### src/bct_pkg.sv
// ----------------------------------------------------------------------------
// Buffer cache tag store package
// Sizes, entry layout, request kinds and status codes for the tag store;
// the entry memory is sized from them through its parameters.
// ----------------------------------------------------------------------------
package bct_pkg;

   localparam int ENTRIES    = 32;
   localparam int COUNT_BITS = 8;
   localparam int IDX_W      = $clog2(ENTRIES);

   localparam logic [COUNT_BITS-1:0] COUNT_MAX = '1;

   typedef struct packed {
      logic [15:0]           device;
      logic [31:0]           block;
      logic [COUNT_BITS-1:0] count;
      logic [31:0]           rtime;
   } entry_type;

   localparam int ENTRY_W = $bits(entry_type);

   typedef enum logic [1:0] {
      KIND_GET     = 2'd0,
      KIND_RELEASE = 2'd1,
      KIND_PIN     = 2'd2,
      KIND_UNPIN   = 2'd3
   } kind_type;

   typedef enum logic [1:0] {
      ST_OK        = 2'd0,
      ST_NO_FREE   = 2'd1,
      ST_UNDERFLOW = 2'd2,
      ST_OVERFLOW  = 2'd3
   } status_type;

endpackage

### src/bct_ram.sv
// ----------------------------------------------------------------------------
// Generic single-port-write RAM
// One write port and one read port; read data is registered.
// ----------------------------------------------------------------------------
module bct_ram #(
   parameter int WIDTH = 8,
   parameter int DEPTH = 32
) (
   input  logic                     clock,
   input  logic                     we,
   input  logic [$clog2(DEPTH)-1:0] waddr,
   input  logic [WIDTH-1:0]         wdata,
   input  logic [$clog2(DEPTH)-1:0] raddr,
   output logic [WIDTH-1:0]         rdata
);

   logic [WIDTH-1:0] mem [DEPTH];
   logic [WIDTH-1:0] rdata_ff;

   always_ff @(posedge clock) begin
      if (we) begin
         mem[waddr] <= wdata;
      end
      rdata_ff <= mem[raddr];
   end

   assign rdata = rdata_ff;

endmodule

### src/block_buffer_cache_tags.sv
// Results: a get returns its result after a scan of all ENTRIES entries;
//   release, pin and unpin return theirs from the addressed entry, with no scan.
// Flow: a new request is taken only in the idle state; the entry memory scan
//   paces a get. A result held in the output register stalls the next update, and a
//   new request is taken while it waits.
// Reset: synchronous, clears control state, valid and written flags;
//   unwritten entries read as all zero, so no clearing pass is needed.
// ----------------------------------------------------------------------------
// Buffer cache tag store
// Looks up, allocates and reference-counts block cache entries with one
// shared compare unit scanning the entry memory.
// ----------------------------------------------------------------------------
module block_buffer_cache_tags (
   input  logic        clock,
   input  logic        reset,
   input  logic        req_valid,
   output logic        req_ready,
   input  logic [1:0]  req_kind,
   input  logic [15:0] req_device,
   input  logic [31:0] req_block_number,
   input  logic [4:0]  req_entry_index,
   input  logic [31:0] req_now_tick,
   output logic        rsp_valid,
   input  logic        rsp_ready,
   output logic [4:0]  rsp_result_index,
   output logic        rsp_need_read,
   output logic        rsp_hit,
   output logic [1:0]  rsp_status
);

   import bct_pkg::*;

   typedef enum logic [3:0] {
      S_IDLE = 4'b0001,
      S_SCAN = 4'b0010,
      S_GFIN = 4'b0100,
      S_OP   = 4'b1000
   } state_type;

   localparam logic [IDX_W:0]   SCAN_END = (IDX_W + 1)'(ENTRIES);
   localparam logic [IDX_W-1:0] LAST_IDX = IDX_W'(ENTRIES - 1);

   state_type             state_ff, state_in;
   logic [1:0]            kind_ff, kind_in;
   logic [15:0]           dev_ff, dev_in;
   logic [31:0]           blk_ff, blk_in;
   logic [4:0]            idx_ff, idx_in;
   logic [31:0]           now_ff, now_in;
   logic [IDX_W:0]        scan_ff, scan_in;
   logic                  rd_vld_ff, rd_vld_in;
   logic [IDX_W-1:0]      rd_idx_ff, rd_idx_in;
   logic                  mfound_ff, mfound_in;
   logic [IDX_W-1:0]      midx_ff, midx_in;
   entry_type             mword_ff, mword_in;
   logic                  ffound_ff, ffound_in;
   logic [IDX_W-1:0]      fidx_ff, fidx_in;
   entry_type             fword_ff, fword_in;
   logic [ENTRIES-1:0]    written_ff, written_in;
   logic [ENTRIES-1:0]    evalid_ff, evalid_in;
   logic                  rsp_valid_ff, rsp_valid_in;
   logic [4:0]            rsp_index_ff, rsp_index_in;
   logic                  rsp_read_ff, rsp_read_in;
   logic                  rsp_hit_ff, rsp_hit_in;
   status_type            rsp_status_ff, rsp_status_in;

   logic                  ram_we;
   logic [IDX_W-1:0]      ram_waddr;
   entry_type             ram_wdata;
   logic [IDX_W-1:0]      ram_raddr;
   logic [ENTRY_W-1:0]    ram_rdata;

   logic [IDX_W-1:0]      cur_idx;
   entry_type             cur_word;
   logic [IDX_W-1:0]      op_addr;
   logic                  op_in_range;
   logic                  out_free;
   logic                  accept;
   logic                  is_match;
   logic                  older_free;

   bct_ram #(
      .WIDTH (ENTRY_W),
      .DEPTH (ENTRIES)
   ) u_ram (
      .clock (clock),
      .we    (ram_we),
      .waddr (ram_waddr),
      .wdata (ram_wdata),
      .raddr (ram_raddr),
      .rdata (ram_rdata)
   );

   assign req_ready   = (state_ff == S_IDLE);
   assign accept      = req_valid && req_ready;
   assign out_free    = !rsp_valid_ff || rsp_ready;
   assign op_addr     = IDX_W'(idx_ff);
   assign op_in_range = 32'(idx_ff) < 32'(ENTRIES);
   assign cur_idx     = (state_ff == S_OP) ? op_addr : rd_idx_ff;
   assign cur_word    = written_ff[cur_idx] ? entry_type'(ram_rdata) : '0;
   assign is_match    = (cur_word.device == dev_ff) && (cur_word.block == blk_ff);
   assign older_free  = (cur_word.count == '0) &&
                        (!ffound_ff || (cur_word.rtime < fword_ff.rtime));

   always_comb begin
      state_in      = state_ff;
      kind_in       = kind_ff;
      dev_in        = dev_ff;
      blk_in        = blk_ff;
      idx_in        = idx_ff;
      now_in        = now_ff;
      scan_in       = scan_ff;
      rd_vld_in     = 1'b0;
      rd_idx_in     = rd_idx_ff;
      mfound_in     = mfound_ff;
      midx_in       = midx_ff;
      mword_in      = mword_ff;
      ffound_in     = ffound_ff;
      fidx_in       = fidx_ff;
      fword_in      = fword_ff;
      written_in    = written_ff;
      evalid_in     = evalid_ff;
      rsp_valid_in  = rsp_valid_ff && !rsp_ready;
      rsp_index_in  = rsp_index_ff;
      rsp_read_in   = rsp_read_ff;
      rsp_hit_in    = rsp_hit_ff;
      rsp_status_in = rsp_status_ff;
      ram_we        = 1'b0;
      ram_waddr     = cur_idx;
      ram_wdata     = cur_word;
      ram_raddr     = IDX_W'(req_entry_index);

      case (state_ff)
         S_IDLE: begin
            if (accept) begin
               kind_in   = req_kind;
               dev_in    = req_device;
               blk_in    = req_block_number;
               idx_in    = req_entry_index;
               now_in    = req_now_tick;
               scan_in   = '0;
               mfound_in = 1'b0;
               ffound_in = 1'b0;
               state_in  = (kind_type'(req_kind) == KIND_GET) ? S_SCAN : S_OP;
            end
         end

         S_SCAN: begin
            ram_raddr = scan_ff[IDX_W-1:0];
            if (scan_ff != SCAN_END) begin
               rd_vld_in = 1'b1;
               rd_idx_in = scan_ff[IDX_W-1:0];
               scan_in   = scan_ff + 1'b1;
            end
            if (rd_vld_ff) begin
               if (is_match && !mfound_ff) begin
                  mfound_in = 1'b1;
                  midx_in   = rd_idx_ff;
                  mword_in  = cur_word;
               end
               if (older_free) begin
                  ffound_in = 1'b1;
                  fidx_in   = rd_idx_ff;
                  fword_in  = cur_word;
               end
               if (rd_idx_ff == LAST_IDX) begin
                  state_in = S_GFIN;
               end
            end
         end

         S_GFIN: begin
            if (out_free) begin
               rsp_valid_in = 1'b1;
               state_in     = S_IDLE;
               if (mfound_ff) begin
                  rsp_index_in = 5'(midx_ff);
                  rsp_hit_in   = 1'b1;
                  if (mword_ff.count == COUNT_MAX) begin
                     rsp_read_in   = 1'b0;
                     rsp_status_in = ST_OVERFLOW;
                  end else begin
                     rsp_read_in     = !evalid_ff[midx_ff];
                     rsp_status_in   = ST_OK;
                     ram_we          = 1'b1;
                     ram_waddr       = midx_ff;
                     ram_wdata       = mword_ff;
                     ram_wdata.count = mword_ff.count + 1'b1;
                     written_in[midx_ff] = 1'b1;
                     evalid_in[midx_ff]  = 1'b1;
                  end
               end else if (ffound_ff) begin
                  rsp_index_in     = 5'(fidx_ff);
                  rsp_hit_in       = 1'b0;
                  rsp_read_in      = 1'b1;
                  rsp_status_in    = ST_OK;
                  ram_we           = 1'b1;
                  ram_waddr        = fidx_ff;
                  ram_wdata.device = dev_ff;
                  ram_wdata.block  = blk_ff;
                  ram_wdata.count  = COUNT_BITS'(1);
                  ram_wdata.rtime  = fword_ff.rtime;
                  written_in[fidx_ff] = 1'b1;
                  evalid_in[fidx_ff]  = 1'b1;
               end else begin
                  rsp_index_in  = '0;
                  rsp_hit_in    = 1'b0;
                  rsp_read_in   = 1'b0;
                  rsp_status_in = ST_NO_FREE;
               end
            end
         end

         S_OP: begin
            ram_raddr = op_addr;
            if (out_free) begin
               rsp_valid_in  = 1'b1;
               rsp_index_in  = idx_ff;
               rsp_hit_in    = 1'b0;
               rsp_read_in   = 1'b0;
               rsp_status_in = ST_OK;
               state_in      = S_IDLE;
               ram_waddr     = op_addr;
               if (op_in_range) begin
                  if (kind_type'(kind_ff) == KIND_PIN) begin
                     if (cur_word.count == COUNT_MAX) begin
                        rsp_status_in = ST_OVERFLOW;
                     end else begin
                        ram_we          = 1'b1;
                        ram_wdata.count = cur_word.count + 1'b1;
                     end
                  end else if (cur_word.count == '0) begin
                     rsp_status_in = ST_UNDERFLOW;
                  end else begin
                     ram_we          = 1'b1;
                     ram_wdata.count = cur_word.count - 1'b1;
                     if ((kind_type'(kind_ff) == KIND_RELEASE) &&
                         (cur_word.count == COUNT_BITS'(1))) begin
                        ram_wdata.rtime = now_ff;
                     end
                  end
                  if (ram_we) begin
                     written_in[op_addr] = 1'b1;
                  end
               end
            end
         end

         default: begin
            state_in = S_IDLE;
         end
      endcase
   end

   always_ff @(posedge clock) begin
      if (reset) begin
         state_ff     <= S_IDLE;
         rd_vld_ff    <= 1'b0;
         written_ff   <= '0;
         evalid_ff    <= '0;
         rsp_valid_ff <= 1'b0;
      end else begin
         state_ff     <= state_in;
         rd_vld_ff    <= rd_vld_in;
         written_ff   <= written_in;
         evalid_ff    <= evalid_in;
         rsp_valid_ff <= rsp_valid_in;
      end
   end

   always_ff @(posedge clock) begin
      kind_ff       <= kind_in;
      dev_ff        <= dev_in;
      blk_ff        <= blk_in;
      idx_ff        <= idx_in;
      now_ff        <= now_in;
      scan_ff       <= scan_in;
      rd_idx_ff     <= rd_idx_in;
      mfound_ff     <= mfound_in;
      midx_ff       <= midx_in;
      mword_ff      <= mword_in;
      ffound_ff     <= ffound_in;
      fidx_ff       <= fidx_in;
      fword_ff      <= fword_in;
      rsp_index_ff  <= rsp_index_in;
      rsp_read_ff   <= rsp_read_in;
      rsp_hit_ff    <= rsp_hit_in;
      rsp_status_ff <= rsp_status_in;
   end

   assign rsp_valid        = rsp_valid_ff;
   assign rsp_result_index = rsp_index_ff;
   assign rsp_need_read    = rsp_read_ff;
   assign rsp_hit          = rsp_hit_ff;
   assign rsp_status       = rsp_status_ff;

`ifndef ASSERT_OFF
   a_we_in_update: assert property (@(posedge clock) disable iff (reset)
      ram_we |-> (state_ff == S_GFIN || state_ff == S_OP))
      else $error("entry write outside update state");

   a_result_from_update: assert property (@(posedge clock) disable iff (reset)
      $rose(rsp_valid_ff) |-> $past(state_ff == S_GFIN || state_ff == S_OP))
      else $error("result raised without an update");

   a_no_free_clean: assert property (@(posedge clock) disable iff (reset)
      (rsp_valid_ff && rsp_status_ff == ST_NO_FREE) |->
         (!rsp_hit_ff && !rsp_read_ff && rsp_index_ff == '0))
      else $error("no-free result carries entry data");

   a_read_only_ok: assert property (@(posedge clock) disable iff (reset)
      (rsp_valid_ff && rsp_read_ff) |-> (rsp_status_ff == ST_OK))
      else $error("disk read flagged on an error");

   a_scan_busy: assert property (@(posedge clock) disable iff (reset)
      (state_ff == S_SCAN && rd_vld_ff && rd_idx_ff == LAST_IDX) |=> (state_ff == S_GFIN))
      else $error("scan end did not reach allocation");
`endif

endmodule
### config.mk
export PLATFORM = sky130hd
export DESIGN_NAME = block_buffer_cache_tags
export DESIGN_NICKNAME = d
export VERILOG_FILES = /design/src/bct_pkg.sv /design/src/bct_ram.sv /design/src/block_buffer_cache_tags.sv
export SDC_FILE = /design/constraint.sdc
export NUM_CORES = 2
export LEC_CHECK = 0
export BUFFER_PORTS_ARGS = -buffer_cell sky130_fd_sc_hd__buf_2
export CAP_MARGIN = 20
export CORE_MARGIN = 1.5
export CORE_UTILIZATION = 55
export CTS_BUF_LIST = sky130_fd_sc_hd__clkbuf_8
export DETAILED_ROUTE_END_ITERATION = 10
export PLACE_DENSITY = 0.75
export SYNTH_ARGS = -nofsm -noshare
export SYNTH_HDL_FRONTEND = slang
export SYNTH_SLANG_ARGS = --single-unit
### constraint.sdc
create_clock -name clock -period 9.2 [get_ports clock]
set_input_delay 0.92 -clock clock [delete_from_list [all_inputs] [get_ports clock]]
set_output_delay 0.92 -clock clock [all_outputs]
set_load 0.02 [all_outputs]
* After elaboration in Yosys (flattened, before gate mapping)
Memory sizes are Yosys's and may differ from the RTL's. A register that Yosys moved wholly into a read port is not among the register bits.
Cells that the tools add are included.
** Storage, ports and cells
- Logic and storage cells :: 199
- Bits in latches :: 0
- Output and inout bits :: 11
- RAM bits :: 2816
- Memories :: 1
- Register bits after elaboration :: 309
- Bits of input ports :: 91
- Memory bits (read-only) :: 0
** Operators by class
- Add/subtract/negate cells :: 4
- Eq/ne operators :: 26
- Shift-type cells :: 0
- Multiplexer cells :: 95
- Div/mod/pow operators :: 0
- Reduce and logical (&&, ||, !) cells :: 34
- $lt $le $gt $ge :: 8
- $mul :: 0
- Bitwise operators :: 6
** Memory list
- u_ram.mem :: depth 32, width 88, read ports 1, clocked after Yosys merged registers in 1, wr ports 1, RTL line bct_ram.sv:17 : logic [WIDTH-1:0] mem [DEPTH];
** Operators by type and width (count)
- $mux 88 :: 5
- $mux 32 :: 11
- $or 32x32->32 :: 5
- $mux 40 :: 2
- $pmux 40 s2 :: 1
- $pmux 32 s2 :: 1
- $mux 5 :: 10
- $mux 48 :: 1
- $eq 32x32->1 :: 1
- $lt 32x32->1 :: 1
- $mux 1 :: 32
- $pmux 5 s2 :: 3
- $lt 5x6->1 const B :: 4
- $mux 4 :: 5
- $add 8x1->8 const B :: 2
- $eq 16x16->1 :: 1
- $eq 8x8->1 const B :: 2
- $mux 8 :: 2
- $ne 2x2->1 const B :: 8
- $reduce_and 4->1 :: 4
- $demux 1 s5 :: 3
- $ge 5x1->1 const B :: 3
- $mux 2 :: 7
- $mux 6 :: 2
- 29 further kinds :: 57

* Longest topological paths before layout
- Depth after elaboration :: 14
- Gate-level depth with buffers :: 28
- Depth with buffers taken out :: 22

* Modules after synthesis
From an unflattened synthesis, not the netlist that was laid out.
** Unflattened totals
- Cell total of the unflattened synthesis :: 6922
- Area total of the unflattened synthesis :: 125999.6 sq um
** By module, submodules not included
- bct_ram :: area each 108808.1 sq um, cells each 5145, times used 1, seq. area each 86322.8 sq um
- block_buffer_cache_tags :: area each 17191.5 sq um, cells each 1777, times used 1, seq. area each 8578.2 sq um

* Worst setup path before layout
OpenSTA, ideal clock, no wires.
- Kind :: register -> register
- Start point :: reg state_ff[0]
- End point :: reg mfound_ff (enable)
- Setup time :: 315 ps
- Path slack :: 137 ps
- Data required time :: 8885 ps
- Arrival time :: 8748 ps
- Clock period less this slack :: 9063 ps
- Path buffers :: 2
- Stages on the path, launching flop included :: 14
- Path through :: dfxtp_1 > or4b_4 > mux2_4 > buf_6 > a211o_1 > a32oi_2 > o211ai_2 > or2_4 > buf_6 > a211oi_1 > o22ai_1 > or4_1 > nor4_2 > or2_1
** Between the ends
- Longest elaborated chain between the ends :: 10
- Elaborated cells on any way between the ends :: 17
- Classes of those cells :: 8 x eq/ne; 4 x mux; 5 x reduce/logical
** RTL lines
- start, declared :: RTL line block_buffer_cache_tags.sv:43 : state_type state_ff, state_in;
- start signal, assigned :: RTL line block_buffer_cache_tags.sv:262 : state_ff <= state_in;
- $eq 4x4->1 :: RTL line block_buffer_cache_tags.sv:98 : assign cur_idx = (state_ff == S_OP) ? op_addr : rd_idx_ff;
- $mux 5 :: RTL line block_buffer_cache_tags.sv:98
- $bmux 1 s5 :: RTL line block_buffer_cache_tags.sv:99 : assign cur_word = written_ff[cur_idx] ? entry_type'(ram_rdata) : '0;
- $mux 1 (not written as such) :: RTL line block_buffer_cache_tags.sv:99
- $mux 88 :: RTL line block_buffer_cache_tags.sv:99
- $eq 32x32->1 / $eq 16x16->1 (equally long branches) :: RTL line block_buffer_cache_tags.sv:100 : assign is_match = (cur_word.device == dev_ff) && (cur_word.block == blk_ff);
- $logic_and 1x1->1 :: RTL line block_buffer_cache_tags.sv:100
- $logic_and 1x1->1 :: RTL line block_buffer_cache_tags.sv:155 : if (is_match && !mfound_ff) begin
- $ne 2x2->1 (no line)
- $reduce_and 4->1 (no line) *
- end signal, assigned :: RTL line block_buffer_cache_tags.sv:278 : mfound_ff <= mfound_in;
- end, declared :: RTL line block_buffer_cache_tags.sv:52 : logic mfound_ff, mfound_in;
Every way passes the cells marked *; elsewhere a longest branch is shown, timed or not. The select of a mux whose other input is x is not followed.
A chain may end at the register's enable or synchronous reset.

* Worst setup path in the final report
- Start point :: reg state_ff[0]
- End point :: mem u_ram.mem[18][18] (netlist name) (enable)
** Between the ends
- Longest elaborated chain between the ends :: 14
- Elaborated cells on any way between the ends :: 23
- Classes of those cells :: 3 x eq/ne; 19 x mux; 1 x reduce/logical
** RTL lines
- $eq 4x4->1 :: RTL line block_buffer_cache_tags.sv:98, block_buffer_cache_tags.sv:132
- $mux 5 :: RTL line block_buffer_cache_tags.sv:98
- $bmux 1 s5 :: RTL line block_buffer_cache_tags.sv:99
- $mux 1 (not written as such) :: RTL line block_buffer_cache_tags.sv:99
- $mux 88 :: RTL line block_buffer_cache_tags.sv:99
- $eq 8x8->1 / $logic_not 8->1 (equally long branches) :: RTL line block_buffer_cache_tags.sv:225, block_buffer_cache_tags.sv:231
- $mux 1 (on tied branches) :: RTL line block_buffer_cache_tags.sv:225, block_buffer_cache_tags.sv:231
- $mux 1 :: RTL line block_buffer_cache_tags.sv:224 : if (kind_type'(kind_ff) == KIND_PIN) begin
- $mux 1 :: RTL line block_buffer_cache_tags.sv:215 : if (out_free) begin
- $mux 1 :: RTL line block_buffer_cache_tags.sv:132 : case (state_ff)
- $mux 1 :: RTL line block_buffer_cache_tags.sv:215
- $pmux 1 s2 :: RTL line block_buffer_cache_tags.sv:132
- $mux 1 :: RTL line bct_ram.sv:21 : if (we) begin
- $mux 1 (not written as such) :: RTL line bct_ram.sv:22 : mem[waddr] <= wdata;
- end, declared :: RTL line bct_ram.sv:17
Several ways; a longest one is shown, not always the timed one. The select of a mux whose other input is x is not followed.

==> metrics.md <==
| Metric | Value |
|---|---|
| RSZ-0062 raised after global routing | `no` |
| Total number of vias | `66.7k` |
| Worst setup EP type | `flop` |
| List of most frequent post-synthesis cells | `sky130_fd_sc_hd__edfxtp_1 (3,055), sky130_fd_sc_hd__mux4_2 (712), sky130_fd_sc_hd__nor2_1 (266), sky130_fd_sc_hd__nand2_1 (257), sky130_fd_sc_hd__clkbuf_1 (255)` |
| Flops & latches, synth | `between 3k and 4k` |
| Die height | `482 um` |
| Hold path endpoint | `kind_ff[1]` |
| Initial antenna violation count | `6` |
| Max Clock Freq | `0.123 GHz` |
| Cell types occupying the most area after synthesis | `sky130_fd_sc_hd__edfxtp_1 (73%), sky130_fd_sc_hd__mux4_2 (13%), sky130_fd_sc_hd__dfxtp_1 (2.5%), sky130_fd_sc_hd__mux2_2 (1.6%), sky130_fd_sc_hd__mux2i_1 (1.5%)` |
| Post-CTS clock slew at the launch and capture registers of the worst setup and hold paths | `70 ps` |
| Post-synthesis area per instance | `19.7 um2` |
| Sum of negative setup slack | `0 ps` |
| Worst reg2reg path depth | `16` |
| DRC errors left | `0` |
| Finished Cell Area | `142,000 um2` |
| # hold bufs at CTS | `between 80 and 90` |
| Fraction of layout cells with a size suffix above 1 | `0.269` |
| Register-to-register path setup slack | `1050 ps` |
| Net Sw Frac | `0.244` |
| HPWL after DPL | `177,000 um` |
| Detailed-router iteration count before antenna repair | `6` |
| Detail-routed net length per standard cell | `between 20 and 30 um` |
| Weighted congestion reported at the end of routability-driven placement | `0.883` |
| IR drop worst, VDD | `between 0.00015 and 0.0002 V` |
| FP Rows | `around 180` |
| Post-CTS setup buffer count | `0` |
| Count of buffers inserted at the top-level ports | `approximately 100` |
| Horiz. Die Dim | `482 um` |
| Clock tree from TritonCTS | `built` |
| Sequential share of power | `0.541` |
| Reg2reg start | `state_ff[0]` |
| Cell chain of the critical path | `or4b_4 -> mux2i_1 -> a211oi_1 -> nor4_1 -> nand2_1 -> o211ai_2 -> buf_4 -> or2_4 -> nand2_1 -> ha_1 -> and2_1 -> a211oi_1 -> o21a_1 -> nand3b_1 -> nor2_4 -> buf_4` |
| Number of failing setup endpoints in the final timing report | `0` |
| Library cells used by synthesis | `76` |
| I/O Pins | `between 100 and 150` |
| Total count of max-transition violations in the final report | `0` |
| Kind of path behind the tightest hold check | `input pin to flop` |
| Largest net degree at the start of global routing | `approximately 120` |
| Worst Min Path Start | `req_kind[1]` |
| Via density per instance | `6.46` |
| Syn nets | `6,535` |
| Pwr Density | `216 nW/um2` |
| Placed cell area | `roughly 130,000 um2` |
| Worst max-slew margin expressed relative to the limit | `0.213` |
| Die Outline Area | `232,000 um2` |
| Nature of the critical path startpoint | `flop` |
| Total routing usage reported by global routing | `0.268` |
| Number of enable-type register cells in the synthesized netlist | `slightly above 3k` |
| Run status | `complete, no violations` |
| Share of async-settable or async-resettable flops after synthesis | `0` |
| Max stage delay on crit path | `~1100 ps` |
| TritonCTS Buffers | `488` |
| Global-route wire length before repair | `between 400,000 and 500,000 um` |
| Pre-CTS WS | `about 1200 ps` |
| Internal power consumption | `~0.023 W` |
| First-iteration detailed-routing DRC count | `9,248` |
| Static leakage power | `47.0 nW` |
| Clock tree sinks | `between 3k and 4k` |
| Cell type of the slowest stage on the worst timing path | `sky130_fd_sc_hd__nor2_4` |
| Layout area overhead | `12.7%` |
| CTS resizes | `0` |
| Crit Reg-Reg Endpoint | `u_ram.mem[18][18]` |
| Number of levels the H-tree was split into | `5` |
| Data arrival at the endpoint of the critical path | `8860 ps` |
| Starting density of the core | `0.554` |
| Crit share post-route | `0.886` |
| Count of maximum capacitance violations | `0` |
| Area share of the largest cell type after synthesis | `0.728` |
| Overflow after GRT | `0` |
| WHS Path Cells | `1` |
| Number of nets in the layout | `7,073` |
| Final min period | `8150 ps` |
| Transition time at the pin with the least slew margin | `1180 ps` |
| Portion of the post-synthesis area used by sequential elements | `0.754` |
| Final hold viol count | `0` |
| Warning count from the yosys run | `0` |
| Number of buffers on the longest clock path | `4` |
| Number of global-route vias before repair | `about 67k` |
| Final antenna-violating net count | `0` |
| Synth Instances | `6,409` |
| Proportion of power drawn by the clock network | `0.359` |
| Flip-flop cell with the highest count after synthesis | `sky130_fd_sc_hd__edfxtp_1` |
| Combined area of all synthesized cells | `approximately 130,000 um2` |
| Insertion delay to the later sink of the worst-skew pair | `1150 ps` |
| Largest driver fanout on the critical path | `48` |
| Switching power | `0.00750 W` |
| CP Data Required Time | `between 9000 and 10,000 ps` |
| Area of the core | `about 230,000 um2` |
| Most numerous cell in the Yosys netlist | `sky130_fd_sc_hd__edfxtp_1` |
| CTS root buffer | `sky130_fd_sc_hd__clkbuf_8` |
| Filler-free cell count of the finished design | `between 10k and 15k` |
| Yosys top cell by area | `sky130_fd_sc_hd__edfxtp_1` |
| Number of instances in the placed design | `about 9.4k` |
| Worst setup skew after layout | `116 ps` |
| Detailed Route WL | `310,000 um` |
| Part of the total power dissipated in combinational logic | `0.100` |
| Final setup slack of the worst path | `1050 ps` |
| Worst setup path class | `flop to flop` |
metal layers:
| layer | wire, um | track usage | share of wire |
|---|---|---|---|
| met1 | 122000 | 0.388 | 0.39 |
| met2 | 146000 | 0.412 | 0.47 |
| met3 | 31700 | 0.0530 | 0.10 |
| met4 | 10100 | 0.0943 | 0.032 |
| met5 | 13 | 0 | 0.000042 |
worst max-delay path: cells and delay by family (launching register included):
kind / cells / cell delay (ps)
fa+ha+maj: 1 / 300
buf+inv: 2 / 880
mux: 1 / 610
simple gates: 8 / 4120
flops: 1 / 380
compound gates: 4 / 1390
cell type report:
| cell class | count | area [um2] |
|---|---|---|
| repair buffers | 419 | 3840 |
| inverters | 113 | 427 |
| multi-input cells | 2712 | 29900 |
| fillers | 15100 | 85600 |
| well taps | 3009 | 3760 |
| clock buffers | 520 | 7160 |
| diodes | 2 | 5.00 |
| clock inverters | 349 | 1870 |
| flip-flops and latches | 3213 | 94900 |
cells by family after synthesis:
kind of cell	share of synthesized area
flops	0.754
buf+inv	0.0147
compound gates	0.0417
xor+xnor	0.00188
fa+ha+maj	0.00356
mux	0.158
simple gates	0.0263
metrics by stage:
stage,hold WS [ps],total power (W),util
floorplan,431,0.0187,-
global placement,442,0.0198,0.579
detailed placement,455,0.0199,0.579
CTS,8.65,0.0308,0.623
global route,41.1,0.0316,0.624
finish,95.0,0.0307,0.624
state kept, by name, summed over array words and instances (netlist names), 4 cells and up:
| register | flops |
|---|---|
| u_ram.mem | 2816 |
| mword_ff | 88 |
| u_ram.rdata | 88 |
| blk_ff | 32 |
| evalid_ff | 32 |
| fword_ff | 32 |
| now_ff | 32 |
| written_ff | 32 |
| dev_ff | 16 |
| scan_ff | 6 |
| fidx_ff | 5 |
| idx_ff | 5 |
| midx_ff | 5 |
| rd_idx_ff | 5 |
| rsp_result_index | 5 |
| state_ff | 4 |
worst max-delay path by stage:
stage	end	from	slack, ps
after floorplan	mfound_ff	state_ff[0]	140
after global placement	u_ram.mem[30][37]	state_ff[0]	1400
after detailed placement	u_ram.mem[18][27]	state_ff[0]	1250
after CTS	u_ram.mem[30][7]	state_ff[0]	1120
after global routing	u_ram.mem[18][17]	state_ff[0]	720
final	u_ram.mem[18][18]	state_ff[0]	1050
placed cells by master (no fill, tap or decap), drive strengths merged, types with 7 or more instances in the layout:
cell	count
mux2	180
nand2	257
edfxtp	3055
nor3	11
nand3b	10
o32ai	9
or3	8
dfxtp	158
nand4	12
xnor2	14
a21o	19
o22ai	92
nor4bb	8
o21ai	195
clkbuf	520
a211oi	18
bufinv	16
and2	49
mux2i	188
a31oi	20
o21ba	8
nor4	11
clkinv	190
buf	335
a221oi	37
dlygate4sd3	84
xor2	13
or2	7
nor2b	19
nand2b	11
a21oi	235
mux4	712
nand3	33
o211ai	96
and3	7
nor2	267
a22oi	50
inv	254
ha	35
o221ai	10
power by group through the flow:
stage | registers [W] | logic (W) | clock network, W
6_report | 0.0166 | 0.00306 | 0.0110
5_1_grt | 0.0166 | 0.00324 | 0.0118
4_1_cts | 0.0166 | 0.00303 | 0.0111
3_5_place_dp | 0.0169 | 0.00299 | 0
3_3_place_gp | 0.0169 | 0.00292 | 0
2_1_floorplan | 0.0168 | 0.00194 | 0
No activity file was read; power rests on OpenSTA's default activity.
